--- src/rtl/nsf_pkg.sv ---
package nsf_pkg;

    // map geometry, fixed by the field widths of the command word
    localparam int MAP_COLUMNS    = 32;
    localparam int MAP_ROWS       = 32;
    localparam int MAP_SIZE       = MAP_COLUMNS * MAP_ROWS;
    localparam int COL_W          = $clog2(MAP_COLUMNS);
    localparam int ROW_W          = $clog2(MAP_ROWS);
    localparam int SIZE_W         = 6;
    localparam int INDEX_W        = $clog2(MAP_SIZE);
    localparam int VALUE_W        = 16;
    localparam int PATTERN_DEPTH  = 16;
    localparam int PATTERN_SEL_W  = $clog2(PATTERN_DEPTH);
    localparam int CFG_DATA_W     = 64;
    localparam int CFG_INDEX_W    = 3;
    localparam int WORDS_PER_REG  = CFG_DATA_W / VALUE_W;
    localparam int PATTERN_REGS   = PATTERN_DEPTH / WORDS_PER_REG;

    localparam logic [SIZE_W-1:0] MIN_SIZE   = SIZE_W'(2);
    localparam logic [SIZE_W-1:0] MAX_WIDTH  = SIZE_W'(MAP_COLUMNS);
    localparam logic [SIZE_W-1:0] MAX_HEIGHT = SIZE_W'(MAP_ROWS);

    // command actions
    localparam logic ACTION_BEGIN = 1'b0;
    localparam logic ACTION_TICK  = 1'b1;

    // configuration register indexes
    localparam logic [CFG_INDEX_W-1:0] REG_TILE_BASE    = 3'd0;
    localparam logic [CFG_INDEX_W-1:0] REG_WORDS_LOW    = 3'd1;
    localparam logic [CFG_INDEX_W-1:0] REG_WORDS_SECOND = 3'd2;
    localparam logic [CFG_INDEX_W-1:0] REG_WORDS_THIRD  = 3'd3;
    localparam logic [CFG_INDEX_W-1:0] REG_WORDS_HIGH   = 3'd4;

    typedef struct packed {
        logic              action;
        logic [COL_W-1:0]  left_column;
        logic [ROW_W-1:0]  top_row;
        logic [SIZE_W-1:0] frame_width;
        logic [SIZE_W-1:0] frame_height;
    } cmd_word_t;

    typedef struct packed {
        logic [INDEX_W-1:0] map_index;
        logic [VALUE_W-1:0] tile_value;
        logic               last_tile;
    } tile_word_t;

    typedef struct packed {
        logic              busy;
        logic [COL_W-1:0]  frame_left;
        logic [ROW_W-1:0]  frame_top;
        logic [SIZE_W-1:0] width_held;
        logic [SIZE_W-1:0] height_held;
        logic [COL_W-1:0]  cursor_column;
        logic [ROW_W-1:0]  cursor_row;
    } frame_state_t;

    typedef logic [PATTERN_DEPTH-1:0][VALUE_W-1:0] pattern_words_t;

endpackage

--- src/rtl/nsf_cfg_regs.sv ---
module nsf_cfg_regs
(
    input  logic                                clk,
    input  logic                                rst_n,
    input  logic                                cfg_wr_en,
    input  logic [nsf_pkg::CFG_INDEX_W-1:0]     cfg_index,
    input  logic [nsf_pkg::CFG_DATA_W-1:0]      cfg_data,
    output logic [nsf_pkg::VALUE_W-1:0]         tile_base,
    output nsf_pkg::pattern_words_t             pattern_words
);

    logic [nsf_pkg::VALUE_W-1:0]                                  base_reg;
    logic [nsf_pkg::PATTERN_REGS-1:0][nsf_pkg::CFG_DATA_W-1:0]    words_reg;

    always_ff @(posedge clk or negedge rst_n)
    begin
        if (!rst_n)
        begin
            base_reg  <= '0;
            words_reg <= '0;
        end
        else if (cfg_wr_en)
        begin
            unique case (cfg_index)
                nsf_pkg::REG_TILE_BASE:    base_reg     <= cfg_data[nsf_pkg::VALUE_W-1:0];
                nsf_pkg::REG_WORDS_LOW:    words_reg[0] <= cfg_data;
                nsf_pkg::REG_WORDS_SECOND: words_reg[1] <= cfg_data;
                nsf_pkg::REG_WORDS_THIRD:  words_reg[2] <= cfg_data;
                nsf_pkg::REG_WORDS_HIGH:   words_reg[3] <= cfg_data;
                default:                   ;
            endcase
        end
    end

    assign tile_base     = base_reg;
    assign pattern_words = nsf_pkg::pattern_words_t'(words_reg);

endmodule

--- src/rtl/nsf_cursor.sv ---
module nsf_cursor
(
    input  logic                   clk,
    input  logic                   rst_n,
    input  logic                   accept,
    input  nsf_pkg::cmd_word_t     cmd,
    output nsf_pkg::frame_state_t  state
);

    nsf_pkg::frame_state_t state_reg;
    nsf_pkg::frame_state_t state_next;

    logic                      col_end;
    logic                      row_end;
    logic [nsf_pkg::SIZE_W-1:0] width_clamped;
    logic [nsf_pkg::SIZE_W-1:0] height_clamped;

    assign col_end = ({1'b0, state_reg.cursor_column} == state_reg.width_held - 1'b1);
    assign row_end = ({1'b0, state_reg.cursor_row} == state_reg.height_held - 1'b1);

    always_comb
    begin
        priority if (cmd.frame_width < nsf_pkg::MIN_SIZE)
            width_clamped = nsf_pkg::MIN_SIZE;
        else if (cmd.frame_width > nsf_pkg::MAX_WIDTH)
            width_clamped = nsf_pkg::MAX_WIDTH;
        else
            width_clamped = cmd.frame_width;

        priority if (cmd.frame_height < nsf_pkg::MIN_SIZE)
            height_clamped = nsf_pkg::MIN_SIZE;
        else if (cmd.frame_height > nsf_pkg::MAX_HEIGHT)
            height_clamped = nsf_pkg::MAX_HEIGHT;
        else
            height_clamped = cmd.frame_height;
    end

    always_comb
    begin
        state_next = state_reg;
        if (accept)
        begin
            if (cmd.action == nsf_pkg::ACTION_BEGIN)
            begin
                state_next.busy          = 1'b1;
                state_next.frame_left    = cmd.left_column;
                state_next.frame_top     = cmd.top_row;
                state_next.width_held    = width_clamped;
                state_next.height_held   = height_clamped;
                state_next.cursor_column = '0;
                state_next.cursor_row    = '0;
            end
            else if (state_reg.busy)
            begin
                priority if (col_end && row_end)
                begin
                    state_next.busy          = 1'b0;
                    state_next.cursor_column = '0;
                    state_next.cursor_row    = '0;
                end
                else if (col_end)
                begin
                    state_next.cursor_column = '0;
                    state_next.cursor_row    = state_reg.cursor_row + 1'b1;
                end
                else
                begin
                    state_next.cursor_column = state_reg.cursor_column + 1'b1;
                end
            end
        end
    end

    always_ff @(posedge clk or negedge rst_n)
    begin
        if (!rst_n)
            state_reg <= '0;
        else
            state_reg <= state_next;
    end

    assign state = state_reg;

endmodule

--- src/rtl/nsf_tile_calc.sv ---
module nsf_tile_calc
(
    input  nsf_pkg::frame_state_t          state,
    input  logic [nsf_pkg::VALUE_W-1:0]    tile_base,
    input  nsf_pkg::pattern_words_t        pattern_words,
    output nsf_pkg::tile_word_t            tile
);

    // frame pattern entries
    localparam logic [3:0] ENT_TOP_LEFT      = 4'd0;
    localparam logic [3:0] ENT_TOP_INNER     = 4'd1;
    localparam logic [3:0] ENT_TOP           = 4'd2;
    localparam logic [3:0] ENT_TOP_RIGHT     = 4'd3;
    localparam logic [3:0] ENT_LEFT_INNER    = 4'd4;
    localparam logic [3:0] ENT_INNER_CORNER  = 4'd5;
    localparam logic [3:0] ENT_FILL_ODD_ROW  = 4'd6;
    localparam logic [3:0] ENT_RIGHT_ODD     = 4'd7;
    localparam logic [3:0] ENT_LEFT          = 4'd8;
    localparam logic [3:0] ENT_FILL_ODD_COL  = 4'd9;
    localparam logic [3:0] ENT_FILL_EVEN_COL = 4'd10;
    localparam logic [3:0] ENT_RIGHT_EVEN    = 4'd11;
    localparam logic [3:0] ENT_BOTTOM_LEFT   = 4'd12;
    localparam logic [3:0] ENT_BOTTOM_ODD    = 4'd13;
    localparam logic [3:0] ENT_BOTTOM_EVEN   = 4'd14;
    localparam logic [3:0] ENT_BOTTOM_RIGHT  = 4'd15;

    localparam int LIN_W = nsf_pkg::INDEX_W + 2;

    logic [nsf_pkg::SIZE_W-1:0]        c_ext;
    logic [nsf_pkg::SIZE_W-1:0]        r_ext;
    logic [nsf_pkg::SIZE_W-1:0]        cm;
    logic [nsf_pkg::SIZE_W-1:0]        rm;
    logic                              at_cm;
    logic                              at_rm;
    logic                              at_c0;
    logic                              at_r0;
    logic                              at_c1;
    logic                              at_r1;
    logic [nsf_pkg::PATTERN_SEL_W-1:0] entry;
    logic [nsf_pkg::SIZE_W-1:0]        map_col;
    logic [nsf_pkg::SIZE_W-1:0]        map_row;
    logic [LIN_W-1:0]                  linear;

    assign c_ext = {1'b0, state.cursor_column};
    assign r_ext = {1'b0, state.cursor_row};
    assign cm    = state.width_held - 1'b1;
    assign rm    = state.height_held - 1'b1;
    assign at_cm = (c_ext == cm);
    assign at_rm = (r_ext == rm);
    assign at_c0 = (state.cursor_column == '0);
    assign at_r0 = (state.cursor_row == '0);
    assign at_c1 = (c_ext == nsf_pkg::SIZE_W'(1));
    assign at_r1 = (r_ext == nsf_pkg::SIZE_W'(1));

    // first match wins: bottom and top-right corners, inner entries, top-left corner, then edges, then fill
    always_comb
    begin
        priority if (at_cm && at_rm)  entry = ENT_BOTTOM_RIGHT;
        else if (at_c0 && at_rm)      entry = ENT_BOTTOM_LEFT;
        else if (at_cm && at_r0)      entry = ENT_TOP_RIGHT;
        else if (at_c1 && at_r1)      entry = ENT_INNER_CORNER;
        else if (at_c0 && at_r1)      entry = ENT_LEFT_INNER;
        else if (at_c1 && at_r0)      entry = ENT_TOP_INNER;
        else if (at_c0 && at_r0)      entry = ENT_TOP_LEFT;
        else if (at_r0)               entry = ENT_TOP;
        else if (at_rm)
            entry = state.cursor_column[0] ? ENT_BOTTOM_ODD : ENT_BOTTOM_EVEN;
        else if (at_c0)               entry = ENT_LEFT;
        else if (at_cm)
            entry = state.cursor_row[0] ? ENT_RIGHT_ODD : ENT_RIGHT_EVEN;
        else if (state.cursor_row[0]) entry = ENT_FILL_ODD_ROW;
        else
            entry = state.cursor_column[0] ? ENT_FILL_ODD_COL : ENT_FILL_EVEN_COL;
    end

    // linear map index wraps modulo the map size (a power of two); a column overflow runs into the next row
    assign map_col = {1'b0, state.frame_left} + c_ext;
    assign map_row = {1'b0, state.frame_top} + r_ext;
    assign linear  = LIN_W'(map_col) + LIN_W'(map_row) * LIN_W'(nsf_pkg::MAP_COLUMNS);

    assign tile.map_index  = linear[nsf_pkg::INDEX_W-1:0];
    assign tile.tile_value = pattern_words[entry] + tile_base;
    assign tile.last_tile  = at_cm && at_rm;

endmodule

--- src/rtl/nine_slice_tile_frame_fill_core.sv ---
// channel  direction  word         handshake
// cmd      in         cmd_word     cmd_valid / cmd_stall
// tile     out        tile_word    tile_valid / tile_stall
// cfg      in         cfg_data     cfg_wr_en, cfg_index (no read-back)
//
// one command word per cycle while cmd_stall is low; a tick yields its tile word in the next cycle
// the cursor registers feed one pass of select/add logic into the tile register
// cmd_stall rises only while a tile word sits in the output register and is stalled
// rst_n clears config, frame state and the output valid; no clearing pass
module nine_slice_tile_frame_fill_core
(
    input  logic                              clk,
    input  logic                              rst_n,

    // command side
    input  logic                              cmd_valid,
    output logic                              cmd_stall,
    input  nsf_pkg::cmd_word_t                cmd_word,

    // tile write side
    output logic                              tile_valid,
    input  logic                              tile_stall,
    output nsf_pkg::tile_word_t               tile_word,

    // configuration writes
    input  logic                              cfg_wr_en,
    input  logic [nsf_pkg::CFG_INDEX_W-1:0]   cfg_index,
    input  logic [nsf_pkg::CFG_DATA_W-1:0]    cfg_data
);

    logic                             cmd_accept;
    logic                             emit;
    logic [nsf_pkg::VALUE_W-1:0]      tile_base;
    nsf_pkg::pattern_words_t          pattern_words;
    nsf_pkg::frame_state_t            frame_state;
    nsf_pkg::tile_word_t              tile_calc;

    logic                             tile_valid_reg;
    logic                             tile_valid_next;
    nsf_pkg::tile_word_t              tile_word_reg;

    // new word may enter whenever the output register is free or draining
    assign cmd_stall  = tile_valid_reg & tile_stall;
    assign cmd_accept = cmd_valid & ~cmd_stall;

    // only a tick on a running frame produces a tile write
    assign emit = cmd_accept & (cmd_word.action == nsf_pkg::ACTION_TICK) & frame_state.busy;

    nsf_cfg_regs u_cfg_regs
    (
        .clk           (clk),
        .rst_n         (rst_n),
        .cfg_wr_en     (cfg_wr_en),
        .cfg_index     (cfg_index),
        .cfg_data      (cfg_data),
        .tile_base     (tile_base),
        .pattern_words (pattern_words)
    );

    nsf_cursor u_cursor
    (
        .clk    (clk),
        .rst_n  (rst_n),
        .accept (cmd_accept),
        .cmd    (cmd_word),
        .state  (frame_state)
    );

    // entry select and base add for the cell under the cursor
    nsf_tile_calc u_tile_calc
    (
        .state         (frame_state),
        .tile_base     (tile_base),
        .pattern_words (pattern_words),
        .tile          (tile_calc)
    );

    always_comb
    begin
        if (emit)
            tile_valid_next = 1'b1;
        else if (tile_stall)
            tile_valid_next = tile_valid_reg;
        else
            tile_valid_next = 1'b0;
    end

    always_ff @(posedge clk or negedge rst_n)
    begin
        if (!rst_n)
            tile_valid_reg <= 1'b0;
        else
            tile_valid_reg <= tile_valid_next;
    end

    // payload register, no reset needed
    always_ff @(posedge clk)
    begin
        if (emit)
            tile_word_reg <= tile_calc;
    end

    assign tile_valid = tile_valid_reg;
    assign tile_word  = tile_word_reg;

endmodule
--- config.mk ---
export PLATFORM = sky130hd
export DESIGN_NAME = nine_slice_tile_frame_fill_core
export DESIGN_NICKNAME = d
export VERILOG_FILES = /design/src/rtl/nsf_pkg.sv /design/src/rtl/nsf_cfg_regs.sv /design/src/rtl/nsf_cursor.sv /design/src/rtl/nsf_tile_calc.sv /design/src/rtl/nine_slice_tile_frame_fill_core.sv
export SDC_FILE = /design/constraint.sdc
export NUM_CORES = 1
export LEC_CHECK = 0
export ABC_AREA = 1
export BUFFER_PORTS_ARGS = -buffer_cell sky130_fd_sc_hd__buf_2
export CAP_MARGIN = 0
export CELL_PAD_IN_SITES_DETAIL_PLACEMENT = 0
export CELL_PAD_IN_SITES_GLOBAL_PLACEMENT = 1
export CORE_MARGIN = 2
export CORE_UTILIZATION = 41
export DETAILED_ROUTE_END_ITERATION = 12
export GPL_TIMING_DRIVEN = 0
export PLACE_DENSITY = 0.76
export SLEW_MARGIN = 20
export SYNTH_ARGS = -nofsm -noshare
export SYNTH_HDL_FRONTEND = slang
export SYNTH_SLANG_ARGS = --single-unit
--- constraint.sdc ---
create_clock -name clk -period 4.1 [get_ports clk]
set_clock_uncertainty 0.2 [all_clocks]
set_input_delay 0 -clock clk [delete_from_list [all_inputs] [get_ports clk]]
set_output_delay 0 -clock clk [all_outputs]
set_load 0.03 [all_outputs]
==> impl_metrics.tcl <==
set metrics [dict create \
    status "finished with violations" \
    violations "setup timing" \
    crit_end "tile_word[15]" \
    crit_path_start "u_cursor.state[10]" \
    place_ws_ns -1.26 \
    clockBufferDepth 3 \
    drt_iter0_drc 1463 \
    cp_common_cell "nand2_1" \
    firstDrtPassIters 5 \
    synth_mux_area_share_pct 0 \
    start_util_pct 41.6 \
    overflow 0 \
    cp.arrival_ns 4.76 \
    drc 0 \
    r2r-start "u_cursor.state[10]" \
    p_clk_share_pct 16.6 \
    fp-row-count 72 \
    hold_slack_ns 0.0263 \
    antenna_found_initial 0 \
    synth-compound-area-share_pct 12.4 \
    seq_area_frac_synth_pct 52.4 \
    syn2layout_area_growth_pct 35.0 \
    grt_usage_pct 31.1 \
    netlist_instances 1985 \
    worstMarginPinSlew_ns 1.10 \
    p_leak_uw 0.0104 \
    timing.rr.end "tile_word[15]" \
    r2r_slack_ns -0.56 \
    synthesis.nets 2116 \
    ir_drop_mv 0.422 \
    numCtsBuffers 39 \
    endpoint_kind "flop" \
    rsz0062_at_grt "yes" \
    num_io_pins 124 \
    drv_cap 0 \
    port_buffers 123 \
    power.switching_uw 9640 \
    finalSetupTns_ns -2.68 \
    cts.sinks 333 \
    avgSynthCellArea_um2 8.14 \
    gp_congestion 0.967 \
    seqPwrFrac_pct 22.8 \
    fp.dieArea_um2 41000 \
    maxSlewViolCount 0 \
    crit_type "reg -> reg" \
    p_int_uw 11100 \
    required_ns 4.20 \
    post-route-period-util_pct 114 \
    coreArea_um2 38800 \
    viasPerCell 5.38 \
    grt_pass1_vias 15100 \
    slowest_delay_ns 0.40 \
    switching_share_pct 46.5 \
    die_h_um 203 \
    synth.distinct_cells 38 \
    syn-cell-area_um2 16200 \
    dp.cells 2632 \
    finalCriticalPeriod_ns 4.66 \
    ff2ff_path_depth 32 \
    grt_start_max_net_pins 84 \
    path_max_fanout 10 \
    hpwlAfterDp_um 46400 \
    synthSimpleGateAreaFrac_pct 23.9 \
    combPwrFrac_pct 60.6 \
    clk_pin_slew_ns 0.06 \
    cp_slowest_cell "dfrtp_1" \
    drive_gt1_share_pct 20.9 \
    cts-root-buf "clkbuf_16" \
    fmax_mhz 215 \
    yosys_register_bits 333 \
    fin_ws_ns -0.560 \
    largest_reg_flops 256 \
    insertion_delay_ns 0.55 \
    ant_nets 0 \
    vias 15400 \
    htree_levels 2 \
    layout.cells.non_filler 2866 \
    wl_um 63900 \
    hold_path_class "in -> reg" \
    cts_tree "yes" \
    grt_pass1_wl_um 93800 \
    relSlewSlack_pct 26.6 \
    wl_per_cell_um 22.3 \
    p_per_area_nw_per_um2 950 \
    synthXorXnorAreaFrac_pct 1.68 \
    synth_top_family_by_area "simple AND/OR/NAND/NOR gates" \
    nNetsFinal 2451 \
    synth_warnings 0 \
    synthAdderAreaFrac_pct 2.93 \
    setup_viol 9 \
    start_kind "flop" \
    hold_violations 0 \
    die_w_um 203 \
]
logic make-up (layout without fill, tap and decap cells):
logic type / Yosys count / count (layout)
compound gates: 396 / 396
xor+xnor: 31 / 31
fa+ha+maj: 36 / 36
buf+inv: 256 / 617
flops: 333 / 333
other cells: 0 / 1
simple gates: 933 / 934
critical path, delay by kind of cell (launching register included):
family          cells  cell delay, ns
simple gates       18            1.63
compound gates      6            1.09
buf+inv             5            0.49
fa+ha+maj           2            0.44
flops               1            0.40
xor+xnor            1            0.15
cell type report:
type                    instances  area [um^2]
diodes                          1         2.50
plain buffers                 111          773
clock buffers                  58         1180
clock inverters                10         75.1
fillers                      3589        17000
inverters                     145          562
multi-input cells            1397         7660
flip-flops and latches        333         8470
well taps                     518          648
repair buffers                293         2450
synthesized netlist by cell type (all sizes together):
cell,count,area (um^2)
dfrtp,306,7660
a221oi,1,8.76
o22ai,1,6.26
ha,33,413
nand2,659,2490
fa,3,60.1
nor3,4,25.0
o21a,2,15.0
nor2,40,170
a31o,1,8.76
xor2,22,193
a21oi,89,445
inv,145,544
xnor2,9,78.8
a31oi,2,12.5
or2,1,6.26
a21o,1,7.51
nand3,215,1080
edfxtp,27,811
nand4,9,56.3
o31ai,2,15.0
o21ai,297,1490
and2,2,12.5
clkbuf,75,282
buf,36,262
nor3b,1,7.51
nor4,2,12.5
metrics by stage:
step	cell area, um^2	power, uW	util [%]
2_1_floorplan	16200	10200	-
3_3_place_gp	17500	13400	45.0
3_5_place_dp	17600	13500	45.3
4_1_cts	21000	18900	54.2
5_1_grt	21800	21800	56.2
6_report	21800	20700	56.2
power groups by stage:
stage	Sequential [uW]	Combinational (uW)	Clock [uW]
4_1_cts	4680	10700	3500
3_5_place_dp	4700	8790	0
5_1_grt	4780	13400	3630
2_1_floorplan	4720	5480	0
3_3_place_gp	4700	8710	0
6_report	4720	12600	3450
worst min-delay path by stage:
stage	slack, ns	cells after the start	endpoint	startpoint
2_1_floorplan	-0.50	0	tile_valid	rst_n
3_3_place_gp	0.008	3	u_cursor.state[26]	cmd_word[16]
3_5_place_dp	-0.21	1	u_cursor.state[23]	rst_n
4_1_cts	0.001	4	u_cursor.state[22]	cmd_word[12]
5_1_grt	0.03	4	u_cursor.state[22]	cmd_word[12]
6_report	0.03	4	u_cursor.state[22]	cmd_word[12]
routing by layer:
metal | vias to the layer above | routed length [um] | global-route usage, %
li1 | 7175 | - | -
met1 | 7603 | 27900 | 43.1
met3 | 97 | 4360 | 5.09
met5 | - | 0 | 0
met4 | 0 | 2470 | 12.4
met2 | 549 | 29200 | 48.8
timing repair:
action                                  CTS  global route
pin swaps                                35            46
endpoints found under the setup margin   14            14
hold endpoints to repair                547             0
gates cloned                              4             4
buffers inserted                         20            12
hold buffers                            125             0
resized for setup                       174           150
placed cells by master, fill, tap and decap left out, types with 12 or more instances in the layout:
cell	count
a21oi_4	15
dlygate4sd3_1	124
inv_2	22
ha_1	19
clkbuf_16	44
nand3_1	165
buf_6	18
xor2_1	22
a21oi_1	55
buf_2	126
nand3_2	43
clkbuf_1	72
buf_4	38
inv_1	119
nand2_1	596
a21oi_2	19
ha_4	12
o21ai_0	294
dfrtp_1	303
nand2_2	53
edfxtp_1	27
nor2_1	31
Note: power is estimated with default switching activity, not from simulation.
